**config.mk**
```make
export PLATFORM = sky130hd
export DESIGN_NAME = vsp_ctrl
export DESIGN_NICKNAME = d
export VERILOG_FILES = /design/src/design/vsp_pkg.sv /design/src/design/vsp_ctrl.sv
export SDC_FILE = /design/constraint.sdc
export NUM_CORES = 1
export LEC_CHECK = 0
export ABC_AREA = 1
export BUFFER_PORTS_ARGS = -buffer_cell sky130_fd_sc_hd__buf_2
export CAP_MARGIN = 5
export CORE_AREA = 2 2 39 41
export DETAILED_ROUTE_END_ITERATION = 8
export DIE_AREA = 0 0 41 43
export PLACE_DENSITY = 0.5
export SYNTH_ARGS = -nofsm -noshare
export SYNTH_HDL_FRONTEND = slang
export SYNTH_SLANG_ARGS = --single-unit
```
**constraint.sdc**
```tcl
create_clock -name clk -period 1.4 [get_ports clk]
set_clock_uncertainty 0.05 [all_clocks]
set_input_delay 0.14 -clock clk [delete_from_list [all_inputs] [get_ports clk]]
set_output_delay 0.14 -clock clk [all_outputs]
set_load 0.05 [all_outputs]
```
**src/design/vsp_pkg.sv**
```systemverilog
// ---------------------------------------------------------------------------
// vsp_pkg: shared types and constants for the vertex projection block
// Controller states, datapath command/status structs, register indexes.
// ---------------------------------------------------------------------------
`default_nettype none

package vsp_pkg;

    localparam int CFG_IDX_BITS = 3;
    localparam int CFG_DATA_BITS = 64;

    localparam logic [CFG_IDX_BITS-1:0] REG_ROW_X_01 = 3'd0;
    localparam logic [CFG_IDX_BITS-1:0] REG_ROW_X_23 = 3'd1;
    localparam logic [CFG_IDX_BITS-1:0] REG_ROW_Y_01 = 3'd2;
    localparam logic [CFG_IDX_BITS-1:0] REG_ROW_Y_23 = 3'd3;
    localparam logic [CFG_IDX_BITS-1:0] REG_ROW_W_01 = 3'd4;
    localparam logic [CFG_IDX_BITS-1:0] REG_ROW_W_23 = 3'd5;
    localparam logic [CFG_IDX_BITS-1:0] REG_VP_ORIGIN = 3'd6;
    localparam logic [CFG_IDX_BITS-1:0] REG_VP_SIZE = 3'd7;

    typedef enum logic [2:0] {
        ST_IDLE,
        ST_MAC,
        ST_SCALE,
        ST_PREP,
        ST_DIV,
        ST_FIN
    } state_t;

    // controller -> datapath
    typedef struct packed {
        logic load;      // capture input word, clear accumulators
        logic mac;       // one multiply-accumulate term
        logic scale;     // one shift-add step of the viewport scaling
        logic prep;      // form numerators and divisor
        logic div;       // one restoring divide step, both axes
        logic fin;       // round/saturate, update box, load output
    } dp_cmd_t;

    // datapath -> controller
    typedef struct packed {
        logic mac_done;
        logic scale_done;
        logic div_done;
    } dp_sts_t;

endpackage

`default_nettype wire

```
**src/design/vsp_ctrl.sv**
```systemverilog
// ---------------------------------------------------------------------------
// vsp_ctrl: sequencing controller
// Steps one vertex through accumulate, scale, prepare, divide and finish phases.
// ---------------------------------------------------------------------------
`default_nettype none

module vsp_ctrl
(
    input  wire logic             clk,
    input  wire logic             rst_n,
    input  wire logic             in_fire,
    input  wire logic             out_free,
    input  wire vsp_pkg::dp_sts_t sts,
    output vsp_pkg::dp_cmd_t      cmd,
    output logic                  in_ready
);

    vsp_pkg::state_t state_reg, state_next;

    always_ff @(posedge clk or negedge rst_n)
    begin
        if (!rst_n)
        begin
            state_reg <= vsp_pkg::ST_IDLE;
        end
        else
        begin
            state_reg <= state_next;
        end
    end

    always_comb
    begin
        state_next = state_reg;
        cmd = '0;
        in_ready = 1'b0;
        case (state_reg)
            vsp_pkg::ST_IDLE:
            begin
                in_ready = 1'b1;
                if (in_fire)
                begin
                    cmd.load = 1'b1;
                    state_next = vsp_pkg::ST_MAC;
                end
            end
            vsp_pkg::ST_MAC:
            begin
                cmd.mac = 1'b1;
                if (sts.mac_done)
                begin
                    state_next = vsp_pkg::ST_SCALE;
                end
            end
            vsp_pkg::ST_SCALE:
            begin
                cmd.scale = 1'b1;
                if (sts.scale_done)
                begin
                    state_next = vsp_pkg::ST_PREP;
                end
            end
            vsp_pkg::ST_PREP:
            begin
                cmd.prep = 1'b1;
                state_next = vsp_pkg::ST_DIV;
            end
            vsp_pkg::ST_DIV:
            begin
                cmd.div = 1'b1;
                if (sts.div_done)
                begin
                    state_next = vsp_pkg::ST_FIN;
                end
            end
            vsp_pkg::ST_FIN:
            begin
                // wait for the output register to be free
                if (out_free)
                begin
                    cmd.fin = 1'b1;
                    state_next = vsp_pkg::ST_IDLE;
                end
            end
            default:
            begin
                state_next = vsp_pkg::ST_IDLE;
            end
        endcase
    end

    assert property (@(posedge clk) disable iff (!rst_n)
        cmd.fin |=> state_reg == vsp_pkg::ST_IDLE)
        else $error("finish not followed by idle");
    assert property (@(posedge clk) disable iff (!rst_n)
        in_ready |-> state_reg == vsp_pkg::ST_IDLE)
        else $error("ready outside idle");
    assert property (@(posedge clk) disable iff (!rst_n)
        $countones(cmd) <= 1)
        else $error("more than one datapath command");

endmodule

`default_nettype wire

```
==> impl_metrics.csv, run 1 <==
group,metric,value,unit
setup_path,startpoint_of_the_lowest_slack_register_to_register_path,"state_reg[1]",
floorplanning,std_cell_rows,14,
timing,maxClockFrequency,722,MHz
logic_synthesis,synth.lib_cells_used.distinct,17,
cells_and_area,area_delta_synth_final,70.1,%
logic_synthesis,syn_avg_cell_area,6.42,sq um
pwr,power_frac_comb,0.705,
clock_tree,tritoncts_num_sinks,3,
hold_path,min_path_type,"primary input to flip-flop",
setup_path,worst_r2r_path_cells,6,
logic_synthesis,synth_sequential_area_ratio,0.260,
setup_path,critical_path.endpoint,"cmd[0]",
logic_synthesis,largest_family_of_logic_cells_by_synthesized_area,"simple AND/OR/NAND/NOR gates",
cells_and_area,postLayoutCoreUtil,0.355,
pwr,leakagePower,0.274,nW
floorplanning,pin_count,14,
timing,finalHoldWorstSlack,152,ps
timing,max-slew-margin-rel,0.861,
timing,period_minus_slack,1380,ps
timing,tightestPinTransition,207,ps
logic_synthesis,synth_simple_gate_area_frac,0.476,
pwr,relative_contribution_of_sequential_cells_to_total_power,0.172,
clock_tree,ctsRootBufferMaster,"sky130_fd_sc_hd__clkbuf_4",
logic_synthesis,yosys.area_share.adder,0,
floorplanning,area_of_the_die,1760,sq um
route,dr.first_iter.drc_count,6,
placement,io_buffers,13,
route,vias_after_detailed_routing,326,
placement,gp_congestion,0.740,
pwr,power.share.switching,0.558,
floorplanning,floorplan.initialDensity,0.209,
clock_tree,cts_inserted_buffers,3,
timing,finalMaxSlewViolations,0,
route,drt.antenna.violating_nets,0,
grt,grt_start_max_net_pins,9,
cells_and_area,drive_gt1_frac,0.508,
clock_tree,worstSkewPairLatency,230,ps
route,via_per_inst,4.02,
clock_tree,ctsLongestPathBuffers,2,
timing,layout_worst_path_cycle_share,0.989,
setup_path,critPathLaunch,"state_reg[1]",
logic_synthesis,synthXorXnorAreaFrac,0,
logic_synthesis,ys_warn_count,0,
floorplanning,die_height,43,microns
setup_path,required_time_at_the_worst_slack_endpoint,1210,ps
grt,grt_antenna_before_repair,0,
logic_synthesis,syn_area,289,sq um
grt,grt_first_pass_wirelength,1.08,mm
cells_and_area,fin_nets,73,
route,wire_per_inst,8.49,microns
setup_path,r2r_end,"state_reg[2]",
route,post-route-drc-count,0,
timing,setup_violations,0,
setup_path,critPathMaxFanout,8,
clock_tree,post_cts_clock_slew_at_the_launch_and_capture_registers_of_the_worst_setup_and_hold_paths,40,ps
setup_path,crit_path_end_kind,"output port",
grt,globalRouteTotalUtil,0.0915,
pwr,cellPowerDensity,2440,nW/um^2
setup_path,crit_type,"flip-flop to output port",
setup_path,cp.arrival,1190,ps
cells_and_area,largest_reg_flops,3,
route,totalWireLength,688,microns
logic_synthesis,gate_count_post_synth,45,
pwr,net-switching-power,0.670,mW
logic_synthesis,synth.area.mux_share,0,
logic_synthesis,syn-num-nets,52,
logic_synthesis,ys_seq_elements,3,
pwr,vdd_ir_drop_max,0.805,mV
timing,finalHoldViolations,0,
run,timing.max_cap.violations,0,
run_status,run_status,"finished, final reports clean",
setup_path,reg2reg_setup_slack,240,ps
setup_path,cp-start-kind,"flip-flop",
logic_synthesis,synth_compound_area_frac,0.0563,
logic_synthesis,largest_cells_by_area_after_synthesis,"sky130_fd_sc_hd__dfrtp_1 26%, sky130_fd_sc_hd__inv_1 14%, sky130_fd_sc_hd__nand2_1 10%",
floorplanning,die_w,41,microns
grt,vias_in_the_first_global_route,274,
clock_tree,cts_tree,"built",
route,firstDrtPassIters,4,
pwr,power.clock.fraction,0.123,
logic_synthesis,synth_top_area_frac,0.260,
cells_and_area,diodes,0,
cells_and_area,nFillCells,160,
clock_tree,clock_tree.htree_level_count,1,
placement,dpl.hpwl,551,microns
timing,rsz_0062_raised_after_global_routing,"true",
pwr,intPower,0.530,mW
logic_synthesis,netlist.top_cell.by_area,"sky130_fd_sc_hd__dfrtp_1",
floorplanning,coreArea,1380,sq um
grt,grt_overflow_total,0,
==> cells in the final DEF (no fill, tap or decap), drive strengths merged, types with 2 or more instances in the layout <==
master / instances
inv: 13
nand2: 9
buf: 16
dfrtp: 3
clkbuf: 4
nand4: 2
nor2: 6
nand3: 6
==> cell usage after synthesis (all sizes together) <==
cell type and count:
inv 13, dfrtp 3, nor3 1, nand2 9
nor2 6, a31oi 1, nand3 6, nand4 2
buf 1, nor4 1, o21ai 1, a21oi 1
==> per-layer routing <==
metal / routed length [microns] / up-vias / GRT usage
li1: - / 179 / -
met1: 333 / 135 / 0.139
met2: 304 / 12 / 0.113
met3: 51 / 0 / 0.0314
met4: 0 / 0 / 0.0400
met5: 0 / - / 0
==> stage by stage <==
step / setup slack, ps / std cells / setup TNS, ps / total power [mW] / area, sq um
3_3_place_gp: 109 / 74 / 0 / 0.916 / 395
6_report: 15.7 / 81 / 0 / 1.20 / 492
4_1_cts: -8.17 / 79 / -10.9 / 1.15 / 468
5_1_grt: -49.4 / 81 / -121 / 1.29 / 492
2_1_floorplan: -69.8 / 45 / -69.8 / 0.793 / 314
3_5_place_dp: 98.8 / 74 / 0 / 0.913 / 395
==> how the worst min path moves through the flow <==
stage	cells past startpoint	endpoint	startpoint
6_report	4	state_reg[1]	sts[1]
5_1_grt	4	state_reg[1]	sts[1]
4_1_cts	4	state_reg[1]	sts[1]
3_5_place_dp	1	state_reg[2]	rst_n
3_3_place_gp	1	state_reg[2]	rst_n
2_1_floorplan	0	state_reg[0]	rst_n
==> logic make-up (layout without fill, tap and decap cells) <==
| logic type | count (synthesis) | in the layout |
|---|---|---|
| AO/OA/AOI/OAI | 3 | 3 |
| AND/OR/NAND/NOR | 25 | 25 |
| buffers and inverters | 14 | 34 |
| flip-flops | 3 | 3 |
==> power by group through the flow <==
stage / registers, mW / clock network [mW] / logic (mW)
2_1_floorplan: 0.161 / 0 / 0.633
3_3_place_gp: 0.190 / 0 / 0.726
4_1_cts: 0.211 / 0.153 / 0.789
3_5_place_dp: 0.191 / 0 / 0.721
5_1_grt: 0.213 / 0.160 / 0.921
6_report: 0.206 / 0.148 / 0.846
==> worst max-delay path, cell delays in order, from the launching register on <==
cell and delay, ps:
sky130_fd_sc_hd__dfrtp_2 470, sky130_fd_sc_hd__buf_4 170, sky130_fd_sc_hd__nor4_4 140, sky130_fd_sc_hd__buf_6 190
==> final cells by class <==
type	instances	area, sq um	share of cell area
Timing Repair Buffer	17	130	0.265
Multi-Input combinational cell	28	184	0.374
Clock buffer	4	26.3	0.0534
Inverter	13	53.8	0.109
Sequential cell	3	77.6	0.158
Tap cell	16	20.0	0.0407
==> timing repair <==
item / CTS / global route
buffers inserted: 0 / 2
pin swaps: 1 / 0
hold buffers: 1 / 0
resized for setup: 13 / 4
hold endpoints to repair: 3 / 0
endpoints found under the setup margin: 7 / 7
No activity file was read; power rests on OpenSTA's default activity.
==> inputs of run 2 (changes only) <==
- PLACE_DENSITY: 0.5 -> 0.51
- clock period: 1.4 -> 1.2 ns (I/O delays scaled with it)
==> impl_metrics.csv, run 2 (synthesized netlist as in run 1, its figures left out) <==
group,metric,value,unit
pwr,leakagePower,0.301,nW
floorplanning,floorplan.initialDensity,0.209,
pwr,cellPowerDensity,2900,nW/um^2
clock_tree,tritoncts_num_sinks,3,
setup_path,worst_r2r_path_cells,8,
route,wire_per_inst,9.29,microns
cells_and_area,most_common_cell_after_layout_fill_and_taps_aside,"sky130_fd_sc_hd__inv_1",
timing,totalNegativeSetupSlack,-1070,ps
grt,grt_overflow_total,0,
floorplanning,pin_count,14,
placement,dpl.hpwl,584,microns
floorplanning,std_cell_rows,14,
timing,rsz_0062_raised_after_global_routing,"true",
setup_path,worst_path_largest_cell_delay,410,ps
hold_path,hold_start,"sts[1]",
timing,postLayoutSetupSlackWorst,-194,ps
cells_and_area,largest_reg_flops,3,
setup_path,reg2reg_setup_slack,-50,ps
setup_path,required_time_at_the_worst_slack_endpoint,1030,ps
setup_path,cp-start-kind,"flip-flop",
setup_path,r2r_end,"state_reg[1]",
floorplanning,area_of_the_die,1760,sq um
grt,grt_start_max_net_pins,8,
pwr,intPower,0.832,mW
timing,layout_worst_path_cycle_share,1.16,
run,timing.max_cap.violations,0,
cells_and_area,seqCellArea,78.8,sq um
hold_path,min_path_type,"primary input to flip-flop",
timing,finalMaxSlewViolations,0,
pwr,power.share.switching,0.516,
clock_tree,post_cts_clock_slew_at_the_launch_and_capture_registers_of_the_worst_setup_and_hold_paths,40,ps
setup_path,crit_path_end_kind,"output port",
route,drt.antenna.violating_nets,0,
timing,finalHoldViolations,0,
timing,maxClockFrequency,718,MHz
route,totalWireLength,808,microns
timing,tightestPinTransition,246,ps
setup_path,startpoint_of_the_lowest_slack_register_to_register_path,"state_reg[1]",
clock_tree,ctsRootBufferMaster,"sky130_fd_sc_hd__clkbuf_4",
route,via_per_inst,4.30,
grt,vias_in_the_first_global_route,332,
clock_tree,clock_tree.htree_level_count,1,
setup_path,critPathMaxFanout,6,
placement,post-place-ws,-43.3,ps
route,firstDrtPassIters,4,
route,vias_after_detailed_routing,374,
clock_tree,cts_inserted_buffers,3,
setup_path,cp.arrival,1220,ps
placement,gp_congestion,0.726,
route,post-route-drc-count,0,
pwr,power_frac_comb,0.762,
pwr,vdd_ir_drop_max,0.934,mV
cells_and_area,drive_gt1_frac,0.634,
hold_path,hold_depth,4,
grt,grt_first_pass_wirelength,1.29,mm
clock_tree,cts_tree,"built",
clock_tree,ctsLongestPathBuffers,2,
route,dr.first_iter.drc_count,6,
floorplanning,coreArea,1380,sq um
pwr,relative_contribution_of_sequential_cells_to_total_power,0.130,
grt,globalRouteTotalUtil,0.112,
cells_and_area,layout_common_cells,"8 x sky130_fd_sc_hd__inv_1, 7 x sky130_fd_sc_hd__buf_4, 6 x sky130_fd_sc_hd__nand2_1, 6 x sky130_fd_sc_hd__buf_2, 6 x sky130_fd_sc_hd__buf_6",
setup_path,crit_type,"flip-flop to output port",
placement,io_buffers,13,
grt,grt_antenna_before_repair,0,
floorplanning,die_w,41,microns
floorplanning,die_height,43,microns
pwr,net-switching-power,0.887,mW
cells_and_area,nFillCells,151,
cells_and_area,diodes,0,
run_status,failed_checks,"setup timing",
pwr,power.clock.fraction,0.108,
cells_and_area,multi_input_area,200,sq um
timing,setup_violations,10,
run_status,run_status,"finished, violations left",
timing,max-slew-margin-rel,0.835,
timing,period_minus_slack,1390,ps
hold_path,hold_path_end,"state_reg[1]",
cells_and_area,postLayoutCoreUtil,0.429,
setup_path,critPathSlowestCell,"sky130_fd_sc_hd__dfrtp_2",
cells_and_area,area_delta_synth_final,105,%
setup_path,critical_path.cell_chain,"inv_4 > nor4_4 > buf_6",
pwr,total_power,1.72,mW
cells_and_area,fin_nets,79,
clock_tree,worstSkewPairLatency,240,ps
-- run 2: power by group through the flow --
stage | Combinational [mW] | Sequential (mW) | Clock, mW
floorplan | 0.773 | 0.196 | 0
global placement | 1.04 | 0.198 | 0
CTS | 1.23 | 0.199 | 0.193
global route | 1.43 | 0.230 | 0.193
finish | 1.31 | 0.223 | 0.186
detailed placement | 1.03 | 0.198 | 0
-- run 2: final cells by class --
| cell class | instances | share of cell area |
|---|---|---|
| repair buffers | 23 | 0.354 |
| multi-input cells | 28 | 0.338 |
| flip-flops and latches | 3 | 0.133 |
| inverters | 13 | 0.0970 |
| clock buffers | 4 | 0.0443 |
| well taps | 16 | 0.0338 |
-- run 2: how the worst max path moves through the flow --
stage / cells past startpoint / from / endpoint / slack (ps)
6_report: 3 / state_reg[0] / cmd[0] / -190
3_5_place_dp: 3 / state_reg[1] / cmd[0] / -40
3_3_place_gp: 5 / state_reg[1] / cmd[4] / -30
2_1_floorplan: 2 / state_reg[2] / cmd[0] / -150
4_1_cts: 5 / state_reg[1] / cmd[4] / -200
5_1_grt: 3 / state_reg[0] / cmd[0] / -220
-- run 2: metrics by stage --
| step | hold WS [ps] | instances | cell area [sq um] |
|---|---|---|---|
| CTS | 129 | 86 | 566 |
| global placement | -132 | 78 | 457 |
| floorplan | -226 | 45 | 333 |
| finish | 129 | 87 | 593 |
| global route | 162 | 87 | 593 |
| detailed placement | -133 | 78 | 457 |
-- run 2: worst max-delay path, delay by kind of cell, from the launching register on --
family        cells  cell delay, ps
buf+inv           2             270
flops             1             410
simple gates      1             290
-- run 2: metal layers --
metal / track usage / vias up / share of wire
met1: 0.127 / 169 / 0.38
met5: 0 / - / 0
met4: 0.100 / 0 / 0.026
li1: - / 191 / -
met3: 0.0157 / 2 / 0.043
met2: 0.169 / 12 / 0.55
-- run 2: what timing repair did --
action | CTS | global route
pin swaps | 2 | 2
endpoints found under the hold margin | 3 | 0
hold buffers | 1 | 0
gates cloned | 0 | 0
setup endpoints to repair | 8 | 10
setup buffers | 3 | 1
resized for setup | 17 | 8
==> inputs of run 3 (changes only) <==
--- a/config.mk
+++ b/config.mk
@@ -14,2 +14,3 @@
 export PLACE_DENSITY = 0.51
+export RECOVER_POWER = 100
 export SYNTH_ARGS = -nofsm -noshare
==> constraint.sdc (replaced) <==
create_clock -name clk -period 1.2 [get_ports clk]
set_clock_uncertainty 0.05 [all_clocks]
set_input_delay 0.18 -clock clk [delete_from_list [all_inputs] [get_ports clk]]
set_output_delay 0.18 -clock clk [all_outputs]
set_load 0.05 [all_outputs]
==> impl_metrics.csv, run 3 (synthesized netlist as in run 1, its figures left out) <==
group,metric,value,unit
run_status,run_status,"finished, violations left",
run_status,failed_checks,"setup timing",
pwr,leakagePower,0.320,nW
clock_tree,ctsRootBufferMaster,"sky130_fd_sc_hd__clkbuf_4",
grt,globalRouteTotalUtil,0.118,
placement,io_buffers,13,
setup_path,startpoint_of_the_lowest_slack_register_to_register_path,"state_reg[2]",
floorplanning,die_w,41,microns
cells_and_area,most_common_cell_after_layout_fill_and_taps_aside,"sky130_fd_sc_hd__buf_4",
pwr,intPower,0.912,mW
setup_path,crit_path_end_kind,"output port",
route,firstDrtPassIters,2,
setup_path,critPathLaunch,"state_reg[1]",
hold_path,min_path_type,"primary input to async pin",
setup_path,crit_type,"flip-flop to output port",
timing,maxClockFrequency,686,MHz
setup_path,path_buf_inv,2,
grt,grt_antenna_before_repair,0,
pwr,vdd_ir_drop_max,1.26,mV
placement,post-place-ws,-102,ps
pwr,power_frac_comb,0.777,
setup_path,critPathSlowestCell,"sky130_fd_sc_hd__dfrtp_2",
pwr,net-switching-power,0.940,mW
timing,totalNegativeSetupSlack,-1560,ps
grt,grt_overflow_total,0,
cells_and_area,multi_input_area,210,sq um
placement,dpl.hpwl,591,microns
cells_and_area,fin_nets,84,
cells_and_area,nFillCells,135,
cells_and_area,layout.cell_area.non_filler,647,sq um
timing,rsz_0062_raised_after_global_routing,"true",
timing,finalHoldWorstSlack,216,ps
route,post-route-drc-count,0,
cells_and_area,postLayoutCoreUtil,0.467,
grt,grt_first_pass_wirelength,1.37,mm
pwr,power.share.switching,0.507,
floorplanning,die_height,43,microns
pwr,relative_contribution_of_sequential_cells_to_total_power,0.123,
placement,placedInstanceArea,483,sq um
grt,grt_start_max_net_pins,7,
route,drt.antenna.violating_nets,0,
setup_path,worst_path_largest_cell_delay,430,ps
cells_and_area,post_layout_nonfiller_instances,92,
setup_path,category_of_cells_accounting_for_the_largest_share_of_critical_path_delay,"flip-flops",
timing,max-slew-margin-rel,0.855,
route,wire_per_inst,9.28,microns
clock_tree,worstSkewPairLatency,240,ps
placement,gp_congestion,0.824,
clock_tree,post_cts_clock_slew_at_the_launch_and_capture_registers_of_the_worst_setup_and_hold_paths,40,ps
clock_tree,cts_inserted_buffers,3,
floorplanning,coreArea,1380,sq um
timing,period_minus_slack,1460,ps
floorplanning,area_of_the_die,1760,sq um
route,via_per_inst,4.35,
cells_and_area,seqCellArea,78.8,sq um
cells_and_area,area_delta_synth_final,124,%
placement,dpl.cell_count,81,
timing,postLayoutSetupSlackWorst,-257,ps
floorplanning,pin_count,14,
setup_path,critPathMaxFanout,6,
grt,vias_in_the_first_global_route,349,
pwr,cellPowerDensity,2860,nW/um^2
run,timing.max_cap.violations,0,
cells_and_area,drive_gt1_frac,0.671,
route,totalWireLength,854,microns
timing,layout_worst_path_cycle_share,1.21,
route,vias_after_detailed_routing,400,
route,dr.first_iter.drc_count,1,
clock_tree,tritoncts_num_sinks,3,
timing,finalMaxSlewViolations,0,
pwr,total_power,1.85,mW
cells_and_area,largest_reg_flops,3,
setup_path,cp-start-kind,"flip-flop",
cells_and_area,diodes,0,
timing,tightestPinTransition,217,ps
pwr,power.clock.fraction,0.100,
timing,setup_violations,10,
clock_tree,cts_tree,"built",
clock_tree,ctsLongestPathBuffers,2,
setup_path,critical_path.cell_chain,"buf_12 > nor4_4 > buf_6",
floorplanning,floorplan.initialDensity,0.209,
setup_path,cp.arrival,1230,ps
setup_path,required_time_at_the_worst_slack_endpoint,970,ps
cells_and_area,layout_common_cells,"11 x sky130_fd_sc_hd__buf_4, 7 x sky130_fd_sc_hd__inv_1, 7 x sky130_fd_sc_hd__buf_6, 6 x sky130_fd_sc_hd__nand2_1",
timing,finalHoldViolations,0,
clock_tree,clock_tree.htree_level_count,1,
floorplanning,std_cell_rows,14,
## run 3: area by class of cell
cell class                 instances  share of cell area
clock buffer                       4              0.0406
timing repair buffer              28               0.387
multi-input combinational         28               0.325
inverter                          13              0.0948
sequential                         3               0.122
tap                               16              0.0309
## run 3: final timing paths
path,endpoint,slack [ps],cells past startpoint
setup / recovery,cmd[0],-260,3
hold / removal,state_reg[0],220,2
setup reg to reg,state_reg[1],-80,7
hold reg to reg,state_reg[2],670,3
max in group asynchronous,state_reg[1],710,2
min in group clk,state_reg[2],290,4
## run 3: routing by layer
metal | GRT usage | part of all wire | vias up
met5 | 0 | 0 | -
met1 | 0.136 | 0.40 | 183
met2 | 0.184 | 0.53 | 11
met4 | 0.0800 | 0.028 | 0
met3 | 0.0209 | 0.046 | 2
li1 | - | - | 204
## run 3: worst register-to-register path, delay by kind of cell, from the launching register on
kind                   cells  cell delay (ps)
AND/OR/NAND/NOR            2              150
buffers and inverters      5              580
flip-flops                 1              440
## run 3: power by group through the flow
stage	Sequential, mW	Clock [mW]	Combinational [mW]
after floorplan	0.196	0	0.789
after CTS	0.200	0.192	1.32
after global routing	0.235	0.205	1.54
after global placement	0.199	0	1.10
final	0.227	0.186	1.44
after detailed placement	0.200	0	1.10
## run 3: what timing repair did
action	4_1_cts	5_1_grt
gates resized for setup	20	8
buffers inserted	3	4
pin swaps	3	8
endpoints found under the setup margin	10	10
endpoints found under the hold margin	3	0
hold buffers	1	0
